`src/linear_interp_resampler_core_defines.svh`:
```
// ---------------------------------------------------------------------------
// linear_interp_resampler_core_defines
// assertion macros used by the resampler sequencer
// ---------------------------------------------------------------------------
`ifndef LINEAR_INTERP_RESAMPLER_CORE_DEFINES_SVH
`define LINEAR_INTERP_RESAMPLER_CORE_DEFINES_SVH

// same-cycle implication, disabled in reset
`define LIR_ASSERT_NOW(label, clk, rst_n, ante, cons, msg) \
	label: assert property (@(posedge clk) disable iff (!rst_n) (ante) |-> (cons)) \
		else $error(msg);

// next-cycle implication, disabled in reset
`define LIR_ASSERT_NEXT(label, clk, rst_n, ante, cons, msg) \
	label: assert property (@(posedge clk) disable iff (!rst_n) (ante) |=> (cons)) \
		else $error(msg);

`endif

```
`src/lir_pkg.sv`:
```
// ---------------------------------------------------------------------------
// lir_pkg
// constants and types of the linear interpolation resampler
// ---------------------------------------------------------------------------
package lir_pkg;

	localparam int SAMPLE_W    = 16;
	localparam int FRAC_BITS   = 16;
	localparam int STEP_W      = 20;
	localparam int MAX_STRETCH = 8;
	localparam int POS_W       = STEP_W + 1;
	localparam int CNT_W       = $clog2(MAX_STRETCH + 1);
	localparam int DIFF_W      = SAMPLE_W + 1;
	localparam int ACC_W       = SAMPLE_W + FRAC_BITS + 2;

	localparam int POS_ONE    = 1 << FRAC_BITS;
	localparam int STEP_MIN   = (POS_ONE + MAX_STRETCH - 1) / MAX_STRETCH;
	localparam int STEP_RESET = 65536;

	typedef struct packed {
		logic signed [SAMPLE_W-1:0] lo;
		logic signed [SAMPLE_W-1:0] hi;
		logic [FRAC_BITS-1:0]       frac;
	} blend_req_t;

	typedef struct packed {
		logic load;
		logic run_end;
		logic clip_end;
	} emit_t;

endpackage

```
`src/lir_blend.sv`:
```
// ---------------------------------------------------------------------------
// lir_blend
// shared interpolation unit: registered multiply, then shift toward zero
// ---------------------------------------------------------------------------
module lir_blend (
	input  logic                                clk,
	input  lir_pkg::blend_req_t                 req,
	output logic signed [lir_pkg::SAMPLE_W-1:0] value
);
	import lir_pkg::*;

	logic signed [DIFF_W-1:0]   diff;
	logic signed [ACC_W-1:0]    prod_s1;
	logic signed [SAMPLE_W-1:0] lo_s1;
	logic signed [ACC_W-1:0]    acc;
	logic signed [ACC_W-1:0]    quo;
	logic                       adj;
	logic [ACC_W-1:0]           res;

	assign diff = DIFF_W'(req.hi) - DIFF_W'(req.lo);

	always_ff @(posedge clk) begin
		prod_s1 <= ACC_W'(diff * $signed({1'b0, req.frac}));
		lo_s1   <= req.lo;
	end

	// lo*one + (hi-lo)*f, then divide by one truncating toward zero
	assign acc   = (ACC_W'(lo_s1) <<< FRAC_BITS) + prod_s1;
	assign quo   = acc >>> FRAC_BITS;
	assign adj   = acc[ACC_W-1] && (|acc[FRAC_BITS-1:0]);
	assign res   = quo + {{(ACC_W-1){1'b0}}, adj};
	assign value = res[SAMPLE_W-1:0];

endmodule

```
`src/lir_ctrl.sv`:
```
// ---------------------------------------------------------------------------
// lir_ctrl
// sequencer: walks output positions of one sample through the blend unit
// ---------------------------------------------------------------------------
`include "linear_interp_resampler_core_defines.svh"

module lir_ctrl (
	input  logic                                clk,
	input  logic                                arst_n,
	input  logic                                in_valid,
	output logic                                in_stall,
	input  logic signed [lir_pkg::SAMPLE_W-1:0] sample_value,
	input  logic                                final_sample,
	input  logic [lir_pkg::STEP_W-1:0]          step_cfg,
	input  logic                                out_free,
	output lir_pkg::blend_req_t                 req,
	output lir_pkg::emit_t                      emit
);
	import lir_pkg::*;

	localparam logic [1:0] ST_IDLE  = 2'd0;
	localparam logic [1:0] ST_CHECK = 2'd1;
	localparam logic [1:0] ST_LOAD  = 2'd2;
	localparam logic [1:0] ST_DONE  = 2'd3;

	localparam logic [POS_W-1:0] ONE_P = POS_W'(POS_ONE);
	localparam logic [POS_W-1:0] TWO_P = POS_W'(2 * POS_ONE);

	logic [1:0]                 state_q;
	logic [POS_W-1:0]           pos_q;
	logic [STEP_W-1:0]          next_pos_q;
	logic signed [SAMPLE_W-1:0] prev_q;
	logic signed [SAMPLE_W-1:0] cur_q;
	logic                       have_prev_q;
	logic                       last_q;
	logic                       phase_b_q;
	logic [CNT_W-1:0]           cnt_q;
	logic [STEP_W-1:0]          step;
	logic [POS_W-1:0]           pos_n;
	logic                       tail_follows;
	logic                       last_out;
	logic                       accept;

	assign step   = (step_cfg < STEP_W'(STEP_MIN)) ? STEP_W'(STEP_MIN) : step_cfg;
	assign pos_n  = pos_q + POS_W'(step);
	assign accept = in_valid && !in_stall;

	assign in_stall = (state_q != ST_IDLE);

	assign req.lo   = phase_b_q ? cur_q : prev_q;
	assign req.hi   = cur_q;
	assign req.frac = pos_q[FRAC_BITS-1:0];

	// the tail interval still has outputs after this sweep ends
	assign tail_follows = !phase_b_q && last_q && (pos_n < TWO_P);
	assign last_out     = (cnt_q == CNT_W'(MAX_STRETCH - 1)) ||
	                      ((pos_n >= ONE_P) && !tail_follows);

	assign emit.load     = (state_q == ST_LOAD) && out_free;
	assign emit.run_end  = last_out;
	assign emit.clip_end = last_out && last_q;

	always_ff @(posedge clk or negedge arst_n) begin
		if (!arst_n) begin
			state_q     <= ST_IDLE;
			pos_q       <= '0;
			next_pos_q  <= '0;
			prev_q      <= '0;
			cur_q       <= '0;
			have_prev_q <= 1'b0;
			last_q      <= 1'b0;
			phase_b_q   <= 1'b0;
			cnt_q       <= '0;
		end else begin
			case (state_q)
				ST_IDLE: begin
					if (accept) begin
						cur_q     <= sample_value;
						last_q    <= final_sample;
						cnt_q     <= '0;
						pos_q     <= POS_W'(next_pos_q);
						phase_b_q <= !have_prev_q;
						state_q   <= (have_prev_q || final_sample) ? ST_CHECK : ST_DONE;
					end
				end
				ST_CHECK: begin
					if (pos_q >= ONE_P) begin
						pos_q <= pos_q - ONE_P;
						if (!phase_b_q && last_q) begin
							phase_b_q <= 1'b1;
						end else begin
							state_q <= ST_DONE;
						end
					end else if (cnt_q == CNT_W'(MAX_STRETCH)) begin
						state_q <= ST_DONE;
					end else begin
						state_q <= ST_LOAD;
					end
				end
				ST_LOAD: begin
					if (out_free) begin
						pos_q   <= pos_n;
						cnt_q   <= cnt_q + CNT_W'(1);
						state_q <= ST_CHECK;
					end
				end
				ST_DONE: begin
					if (last_q) begin
						prev_q      <= '0;
						have_prev_q <= 1'b0;
						next_pos_q  <= '0;
					end else begin
						prev_q      <= cur_q;
						have_prev_q <= 1'b1;
						next_pos_q  <= pos_q[STEP_W-1:0];
					end
					state_q <= ST_IDLE;
				end
				default: begin
					state_q <= ST_IDLE;
				end
			endcase
		end
	end

	`LIR_ASSERT_NOW(a_cnt_cap, clk, arst_n, 1'b1, cnt_q <= CNT_W'(MAX_STRETCH),
		"output count above cap")
	`LIR_ASSERT_NEXT(a_accept_busy, clk, arst_n, accept, state_q != ST_IDLE,
		"accepted transaction did not start work")
	`LIR_ASSERT_NOW(a_clip_is_run, clk, arst_n, emit.load && emit.clip_end, emit.run_end,
		"clip end without run end")
	`LIR_ASSERT_NOW(a_tail_last, clk, arst_n, state_q == ST_LOAD && phase_b_q, last_q,
		"tail sweep on a sample that is not final")

endmodule

```
`src/linear_interp_resampler_core.sv`:
```
// ---------------------------------------------------------------------------
// linear_interp_resampler_core
// linear interpolation resampler for signed 16-bit sample streams
// ---------------------------------------------------------------------------
// Each sample takes an accept step and a done step, plus per output it causes
// a check of the position, in which the product is registered, and a load of
// the blended value into the output register, plus one check for each sweep
// that ends; at most 8 outputs per sample, and a load waits while the output
// register is stalled. The pace is set by the single shared multiplier, used
// once per output under the sequencer. A new sample is taken only when the
// sequencer is idle; a finished output may still wait in the output register.
// The step register takes a write in any cycle and must only be written idle.
module linear_interp_resampler_core (
	input  logic                                clk,
	input  logic                                arst_n,
	input  logic                                cfg_valid,
	output logic                                cfg_ready,
	input  logic [lir_pkg::STEP_W-1:0]          step_increment,
	input  logic                                in_valid,
	output logic                                in_stall,
	input  logic signed [lir_pkg::SAMPLE_W-1:0] sample_value,
	input  logic                                final_sample,
	output logic                                out_valid,
	input  logic                                out_stall,
	output logic signed [lir_pkg::SAMPLE_W-1:0] out_value,
	output logic                                run_end,
	output logic                                clip_end
);
	import lir_pkg::*;

	logic [STEP_W-1:0]          step_q;
	logic                       out_valid_q;
	logic signed [SAMPLE_W-1:0] out_value_q;
	logic                       run_end_q;
	logic                       clip_end_q;
	logic                       out_free;
	blend_req_t                 req;
	emit_t                      emit;
	logic signed [SAMPLE_W-1:0] blend_value;

	assign cfg_ready = 1'b1;
	assign out_free  = !out_valid_q || !out_stall;

	always_ff @(posedge clk or negedge arst_n) begin
		if (!arst_n) begin
			step_q <= STEP_W'(STEP_RESET);
		end else if (cfg_valid && cfg_ready) begin
			step_q <= step_increment;
		end
	end

	lir_ctrl u_ctrl (
		.clk          (clk),
		.arst_n       (arst_n),
		.in_valid     (in_valid),
		.in_stall     (in_stall),
		.sample_value (sample_value),
		.final_sample (final_sample),
		.step_cfg     (step_q),
		.out_free     (out_free),
		.req          (req),
		.emit         (emit)
	);

	lir_blend u_blend (
		.clk   (clk),
		.req   (req),
		.value (blend_value)
	);

	// output register
	always_ff @(posedge clk or negedge arst_n) begin
		if (!arst_n) begin
			out_valid_q <= 1'b0;
		end else if (emit.load) begin
			out_valid_q <= 1'b1;
		end else if (!out_stall) begin
			out_valid_q <= 1'b0;
		end
	end

	always_ff @(posedge clk) begin
		if (emit.load) begin
			out_value_q <= blend_value;
			run_end_q   <= emit.run_end;
			clip_end_q  <= emit.clip_end;
		end
	end

	assign out_valid = out_valid_q;
	assign out_value = out_value_q;
	assign run_end   = run_end_q;
	assign clip_end  = clip_end_q;

endmodule
```
`config.mk`:
```
export PLATFORM = sky130hd
export DESIGN_NAME = linear_interp_resampler_core
export DESIGN_NICKNAME = d
export VERILOG_FILES = /design/src/lir_pkg.sv /design/src/lir_blend.sv /design/src/lir_ctrl.sv /design/src/linear_interp_resampler_core.sv
export VERILOG_INCLUDE_DIRS = /design/src /design/src/src
export SDC_FILE = /design/constraint.sdc
export NUM_CORES = 1
export LEC_CHECK = 0
export ABC_AREA = 1
export BUFFER_PORTS_ARGS = -buffer_cell sky130_fd_sc_hd__buf_4
export CORE_MARGIN = 10
export CORE_UTILIZATION = 62
export DETAILED_ROUTE_END_ITERATION = 10
export PLACE_DENSITY_LB_ADDON = 0.15
export SLEW_MARGIN = 30
export SYNTH_ARGS = -nofsm -noshare
export SYNTH_HDL_FRONTEND = slang
export SYNTH_SLANG_ARGS = --single-unit
```
`constraint.sdc`:
```
create_clock -name clk -period 8.7 [get_ports clk]
set_input_delay 0.435 -clock clk [delete_from_list [all_inputs] [get_ports clk]]
set_output_delay 0.435 -clock clk [all_outputs]
set_load 0.05 [all_outputs]
```
==> results of run 1 <==
## worst min-delay path, delay by kind of cell
kind / cells / cell delay [ns]
AOI/OAI and AO/OA: 1 / 0.05
buffers and inverters: 1 / 0.08
and+or+nand+nor: 1 / 0.04
## cell families after synthesis
logic type / Yosys count / synth area share, %
AOI/OAI and AO/OA: 303 / 8.316
xor gates and xnor gates: 69 / 3.116
adders and majority gates: 430 / 36.14
buffers and inverters: 676 / 12.37
DFF: 171 / 20.00
muxes: 4 / 0.2187
other: 1 / 0.01821
and+or+nand+nor: 971 / 19.81
## repair_timing
item / in CTS / in global routing
endpoints found under the setup margin: 0 / 5
resized for setup: 0 / 1
endpoints found under the hold margin: 34 / 0
hold buffers: 1 / 0
## final cells by class
type / instances / area [um^2]
clock inverters: 15 / 191.4
well taps: 442 / 553.0
fillers: 2757 / 10470
clock buffers: 17 / 425.4
inverters: 613 / 2301
multi-input cells: 1778 / 13940
repair buffers: 81 / 614.3
flip-flops and latches: 171 / 4120
## stage by stage
stage               instance area, um^2  hold WS, ns  instances  util [%]  setup WS [ns]
detailed placement                21510       0.4065       3084     65.94         0.5933
CTS                               22140       0.1631       3117     67.86         0.5476
finish                            22150       0.1764       3117     67.90         0.4445
global route                      22150       0.1779       3117     67.90        0.09883
global placement                  21510       0.4011       3084     65.93         0.6268
floorplan                         20600       0.1394       2625         -          1.315
## worst min-delay path by stage
| stage | depth (start not counted) | endpoint | start | slack [ns] |
|---|---|---|---|---|
| finish | 3 | step_q[7]$_DFFE_PN0P_ | step_increment[7] | 0.18 |
| CTS | 3 | step_q[7]$_DFFE_PN0P_ | step_increment[7] | 0.16 |
| floorplan | 0 | out_valid$_DFFE_PN0P_ | arst_n | 0.14 |
| detailed placement | 1 | step_q[18]$_DFFE_PN0P_ | arst_n | 0.41 |
| global placement | 1 | step_q[18]$_DFFE_PN0P_ | arst_n | 0.40 |
| global route | 3 | step_q[9]$_DFFE_PN0P_ | step_increment[9] | 0.18 |
## state kept, by name, indices dropped and copies added, names as in the netlist, 2 cells and up
| name | count |
|---|---|
| u_blend.prod_s1 | 34 |
| step_q | 20 |
| u_ctrl.state_q | 2 |
| u_ctrl.prev_q | 16 |
| out_value | 16 |
| u_ctrl.pos_q | 21 |
| u_ctrl.next_pos_q | 20 |
| u_ctrl.cur_q | 16 |
| u_blend.lo_s1 | 16 |
| u_ctrl.cnt_q | 4 |
## per-layer routing
metal	vias up	routed length (um)	GRT usage (%)
met1	8426	22320	34.32
met4	0	3238	15.08
met2	706	26770	47.34
li1	8134	-	-
met5	-	0	0
met3	169	4819	7.516
## placed cells by master, fill, tap and decap left out, types with 18 or more instances in the layout
master      n
nor2_1    265
edfxtp_1   18
xnor2_1    19
nor3_1     18
nand2_1   466
inv_1     596
o21ai_0    85
fa_1      275
o22ai_1    40
nand3_1   151
xor2_1     45
a21oi_1   125
buf_4      79
ha_1      155
dfxtp_1    50
nand4_1    27
dfrtp_1   102
==> run summary, run 1 <==
The run finished with clean final reports. The termination of the worst setup path was u_blend.prod_s1[23]$_DFF_P_. Synthesis inferred 171 register bits. Summed over all layers, the global routing overflow is 0. The Yosys step of the flow raised 0 warnings. Ranked by instance count, the synthesized netlist is headed by inv_1 (596), nand2_1 (468), fa_1 (275). The shortest period the worst path allows was 8.256 ns; the maximum number of pins on one net before global-route repair was 69. Row generation in the floorplan step produced 66 rows. At the worst endpoint, the required time is 9.02 ns.

For the gate count of the mapped netlist, the log shows 2625. The endpoint of the worst-slack reg-to-reg timing path is u_blend.prod_s1[23]$_DFF_P_. The run gives 93640 um as the global-route wire length before repair. The classification of the worst setup path was reg2reg. The via-per-instance ratio came out at 5.594.

The vertical extent of the die is 202.3 um. The worst hold path belongs to the class in2reg. The slew at the pin closest to its max-slew limit is 0.9067 ns, and the placed wire-length estimate after detailed placement is 47050 um. 63 I/O pins were placed. The total detailed-routing wirelength is 57150 um, and the maximum fanout along the worst path is 15. fa_1 takes more of the synthesized area than any other cell. The critical path starts at u_ctrl.phase_b_q$_DFFE_PN0P_. The logs give 0 ns for the sum of negative setup slack and 55 for the number of distinct standard cells referenced by the synthesized netlist.

The area of the placeable core is 32620 um^2. The max-cap check violation count is 0, and the net count of the mapped netlist is 3097. The tools report the hold violation total from the final report as 0. The post-route netlist has 5.794% of its cells at a drive strength greater than 1.

The delay of the slowest critical-path stage is 0.55 ns. In this run the critical register-to-register path is launched from u_ctrl.phase_b_q$_DFFE_PN0P_. The count of antenna diodes in the layout was 0; the number of antenna violations at the first check in global routing was 0. The startpoint type of the worst setup path was a flop. The run gives 121.1 MHz as the maximum operating frequency. Counting flops with a built-in enable in the synthesized netlist gives 18. The run gives 171 as the number of clock sinks. The global-route usage over all layers is 28.86%. The number of nets at the end of the flow was 3134; the maximum level of the CTS H-tree was 4. Once detail routing completed, the nets flagged for antenna violations numbered 0.

Across the routed clock network, the largest skew measured is 0.02170 ns. The detailed-route wire length per cell was 18.33 um; the number of port buffers was 61. The logic depth of the worst path, buffers included works out to 32.

The buffering stage count on the worst path with inverters included works out to 7. The slack of the worst reg-to-reg path was 0.44 ns. The clock tree root driver cell was clkbuf_16. The run gives 1569 as the starting DRC count in detailed routing. The run gives 20600 um^2 as the summed instance area of the synthesized netlist. Cell with the most instances after synthesis: inv_1.

Counting flops with an async set or reset pin after synthesis yields a share of 60.23%. Family of cells with the greatest summed delay on the critical path: adder cells. Dividing the synthesized area by the synthesized cell count gives 7.847 um^2. No sink is reached through more buffers than the 2 on the longest clock path. Dividing the final minimum period by the clock period gives 94.89%. The cell repeated most along the worst path is fa_1. The worst reg2reg path depth was 32. TritonCTS built the clock tree. Headroom to the max-slew limit came out at 39.56%. The run gives 20.00% as the portion of the post-synthesis area used by sequential elements. The routed layout has 17435 vias. After synthesis, the cell types taking the most area are fa_1 (27%), dfrtp_1 (12%), inv_1 (11%).

In this run, CTS created clock tree buffers numbering 17. The placer's final routability congestion estimate was 1.001. The cell with the largest stage delay on the worst path is fa_1. The main flop type after synthesis is dfrtp_1. Setup repair after global routing left no endpoint under its margin.

Data arrives at the worst endpoint at 8.58 ns. The worst setup path is captured at a flop. The run gives 0 as the number of pins with negative max-slew slack in the final report. After detailed routing, the number of remaining DRC violations is 0. The die extent in x came out at 202.3 um.

The clock input transition at the sequential cells of the worst setup and hold paths works out to 0.08 ns. Setup violations remaining at the end of the flow were counted as 0. The starting density of the core is 63.15%, and the layout overhead on the synthesized area is 7.520%. The share of Yosys cell area claimed by the top area cell type came out at 26.73%. The first detailed-routing pass ran for 6 iterations. The clock insertion delay at the later pin of the skew report was 0.47 ns; the number of global-route vias before repair was 18327.

Post-CTS timing repair inserted 0 buffers for setup. The floorplan step defined a die boundary enclosing 40910 um^2.
Power of run 1 is left out: the tool's default activity adds up to more than one toggle a clock period on the data nets, which glitch-free logic cannot reach.
==> inputs of run 2 (changes only) <==
--- a/config.mk
+++ b/config.mk
@@ -12,5 +12,5 @@
 export CORE_UTILIZATION = 62
 export DETAILED_ROUTE_END_ITERATION = 10
-export PLACE_DENSITY_LB_ADDON = 0.15
+export PLACE_DENSITY = 0.79
 export SLEW_MARGIN = 30
 export SYNTH_ARGS = -nofsm -noshare
==> constraint.sdc (replaced) <==
create_clock -name clk -period 10.1 [get_ports clk]
set_input_delay 1.01 -clock clk [delete_from_list [all_inputs] [get_ports clk]]
set_output_delay 1.01 -clock clk [all_outputs]
set_load 0.05 [all_outputs]
==> run summary, run 2 (synthesis results as in run 1) <==
The family of cells with the greatest summed delay on the critical path is adder cells. The cell that appears most often on the critical path is nand2_1. The number of pins with negative max-slew slack in the final report came out at 0 (unchanged). The global-route wire length before repair is 93960 um (+0.34%). Setup repair after global routing left no endpoint under its margin. For the clock insertion delay at the later pin of the skew report, the log shows 0.47 ns (about the same). For the number of clock sinks, the log shows 171 (unchanged). The number of endpoints failing setup at the final stage is 0 (unchanged).

The run gives 0 (unchanged) as the residual DRC count. The sum of negative setup slack was 0 ns (unchanged). For the number of optimization iterations in the first detailed-route pass, the log shows 8 (+2).

The largest individual stage delay along the critical path comes from the cell dfrtp_1. The critical path data arrival time was 9.21 ns (+0.63 ns); the slew at the pin closest to its max-slew limit was 0.9086 ns (+0.001924 ns). The headroom to the max-slew limit was 39.43% (-0.13 points).

The number of buffers on the longest clock path was 2 (unchanged); the global route total overflow was 0 (unchanged). The number of port buffers was 61 (unchanged). The maximum operating frequency was 112.9 MHz (-6.8%); the layout overhead on the synthesized area was 7.125%. The register with the most flip-flops in the final layout is u_blend.prod_s1. The maximum fanout along the worst path was 34 (+19). The number of flip-flops in the largest register came out at 34 (unchanged).

The final-layout worst hold slack was 0.4753 ns (+0.2989 ns); the detailed-route wire length per cell was 18.35 um (+0.11%). The global-route usage over all layers is 28.91% (+0.055 points). Total detailed-routing wirelength: 56990 um (-0.27%). The row count was 66 (unchanged). The tools report the required time at the worst-slack endpoint as 10.46 ns (+1.44 ns).

Type of the tightest min-delay check: in2async. The largest registers in the layout are u_blend.prod_s1: 34 flops, u_ctrl.pos_q: 21 flops. The run gives 17423 (-0.069%) as the via total after detailed routing. The area of the placeable core is 32620 um^2 (unchanged). The clock input transition at the sequential cells of the worst setup and hold paths came out at 0.08 ns (about the same). TritonCTS built the clock tree.

The total clock buffers created by CTS is 17 (unchanged), and the final setup skew is 0.01181 ns (-0.009893 ns). For the hold violation total from the final report, the log shows 0 (unchanged). The die extent in x was 202.3 um (unchanged); the fill cell instance count of the final layout was 2742 (-0.54%). The via-per-instance ratio came out at 5.611 (+0.32%).

The placer's final routability congestion estimate came out at 0.9934 (-0.76%). The share of cells above drive strength 1 is 5.370% (-0.42 points). Leading cell type in the layout, fill and taps excluded: inv_1. For the post-cts hold buffer count, the log shows 0 (-1). STA classifies the critical path endpoint as a flop. The flow ran to the end, and the final reports show no timing, DRC or antenna violations.

The run gives 63 (unchanged) as the boundary pin count. The run gives 1.411 ns (+0.8174 ns) as the post-placement setup slack. The run gives 47130 um (+0.17%) as the placed wire-length estimate after detailed placement.

The count of antenna diodes in the layout is 0 (unchanged), and the shortest period the worst path allows is 8.855 ns (+0.5992 ns). The vertical extent of the die was 202.3 um (unchanged); the final worst-path cycle share was 87.67% (-7.2 points). The worst setup path is launched from a flop. The tools report the maximum number of pins on one net before global-route repair as 69 (unchanged).

The delay of the slowest critical-path stage was 0.93 ns (+0.38 ns); the max-cap check violation count was 0 (unchanged). The number of antenna violations at the first check in global routing is 0 (unchanged), and the buffer count from post-CTS setup fixing is 0 (unchanged). Leaving out fill and tap cells, the most frequent cells in the layout are inv_1 (596), nand2_1 (467), fa_1 (275). The clock tree root driver cell was clkbuf_16. Number of gates resized after cts: 0 (unchanged). The classification of the worst setup path is reg2reg.

For the maximum level of the CTS H-tree, the log shows 4 (unchanged). The minimum setup slack in the final design was 1.245 ns (+0.8008 ns); the starting density of the core was 63.15% (unchanged). The die area was 40910 um^2 (unchanged); the number of nets at the end of the flow was 3122 (-0.38%). The buffering stage count on the worst path with inverters included was 3 (-4). The number of global-route vias before repair is 18296 (-0.17%), and the number of nets with antenna violations after routing is 0 (unchanged). The starting DRC count in detailed routing came out at 1647 (+5.0%).
## run 2: changes by cell type in the layout (fill, tap and decap cells not counted), sizes merged
cell / previous run / this run
dlygate4sd3: 1 / 0
clkinv: 11 / 12
inv: 617 / 616
buf: 80 / 69
## run 2: metal layers
layer / GRT usage, % / vias up / part of all wire [%]
met4: 18.12 / 0 / 7.2
met3: 6.525 / 205 / 7.9
met2: 46.53 / 761 / 46
li1: - / 8105 / -
met5: 0 / - / 0
met1: 34.66 / 8352 / 39
## run 2: per-stage QoR
step,area (um^2),cells,utilization [%]
CTS,22030,3104,67.55
floorplan,20600,2625,-
global route,22070,3105,67.65
detailed placement,21420,3072,65.67
global placement,21420,3072,65.66
finish,22070,3105,67.65
## run 2: final cells by class
cell class                 instances  area, um^2  share of cell area [%]
clock buffer                      17       425.4                   1.928
clock inverter                    15       188.9                  0.8562
inverter                         613        2301                   10.43
multi-input combinational       1778       13940                   63.17
sequential                       171        4120                   18.67
tap                              442       553.0                   2.506
timing repair buffer              69       538.0                   2.438
## run 2: final timing paths
path	endpoint	cells past startpoint	slack, ns	startpoint
setup / recovery	u_blend.prod_s1[33]$_DFF_P_	30	1.25	u_ctrl.phase_b_q$_DFFE_PN0P_
hold / removal	step_q[19]$_DFFE_PN0P_	1	0.48	arst_n
setup reg to reg	u_blend.prod_s1[33]$_DFF_P_	30	1.25	u_ctrl.phase_b_q$_DFFE_PN0P_
hold reg to reg	out_valid$_DFFE_PN0P_	2	0.51	out_valid$_DFFE_PN0P_
max in group asynchronous	u_ctrl.pos_q[6]$_DFFE_PN0P_	3	8.69	arst_n
min in group clk	out_valid$_DFFE_PN0P_	2	0.51	out_valid$_DFFE_PN0P_
Power of run 2 is left out for the same reason.
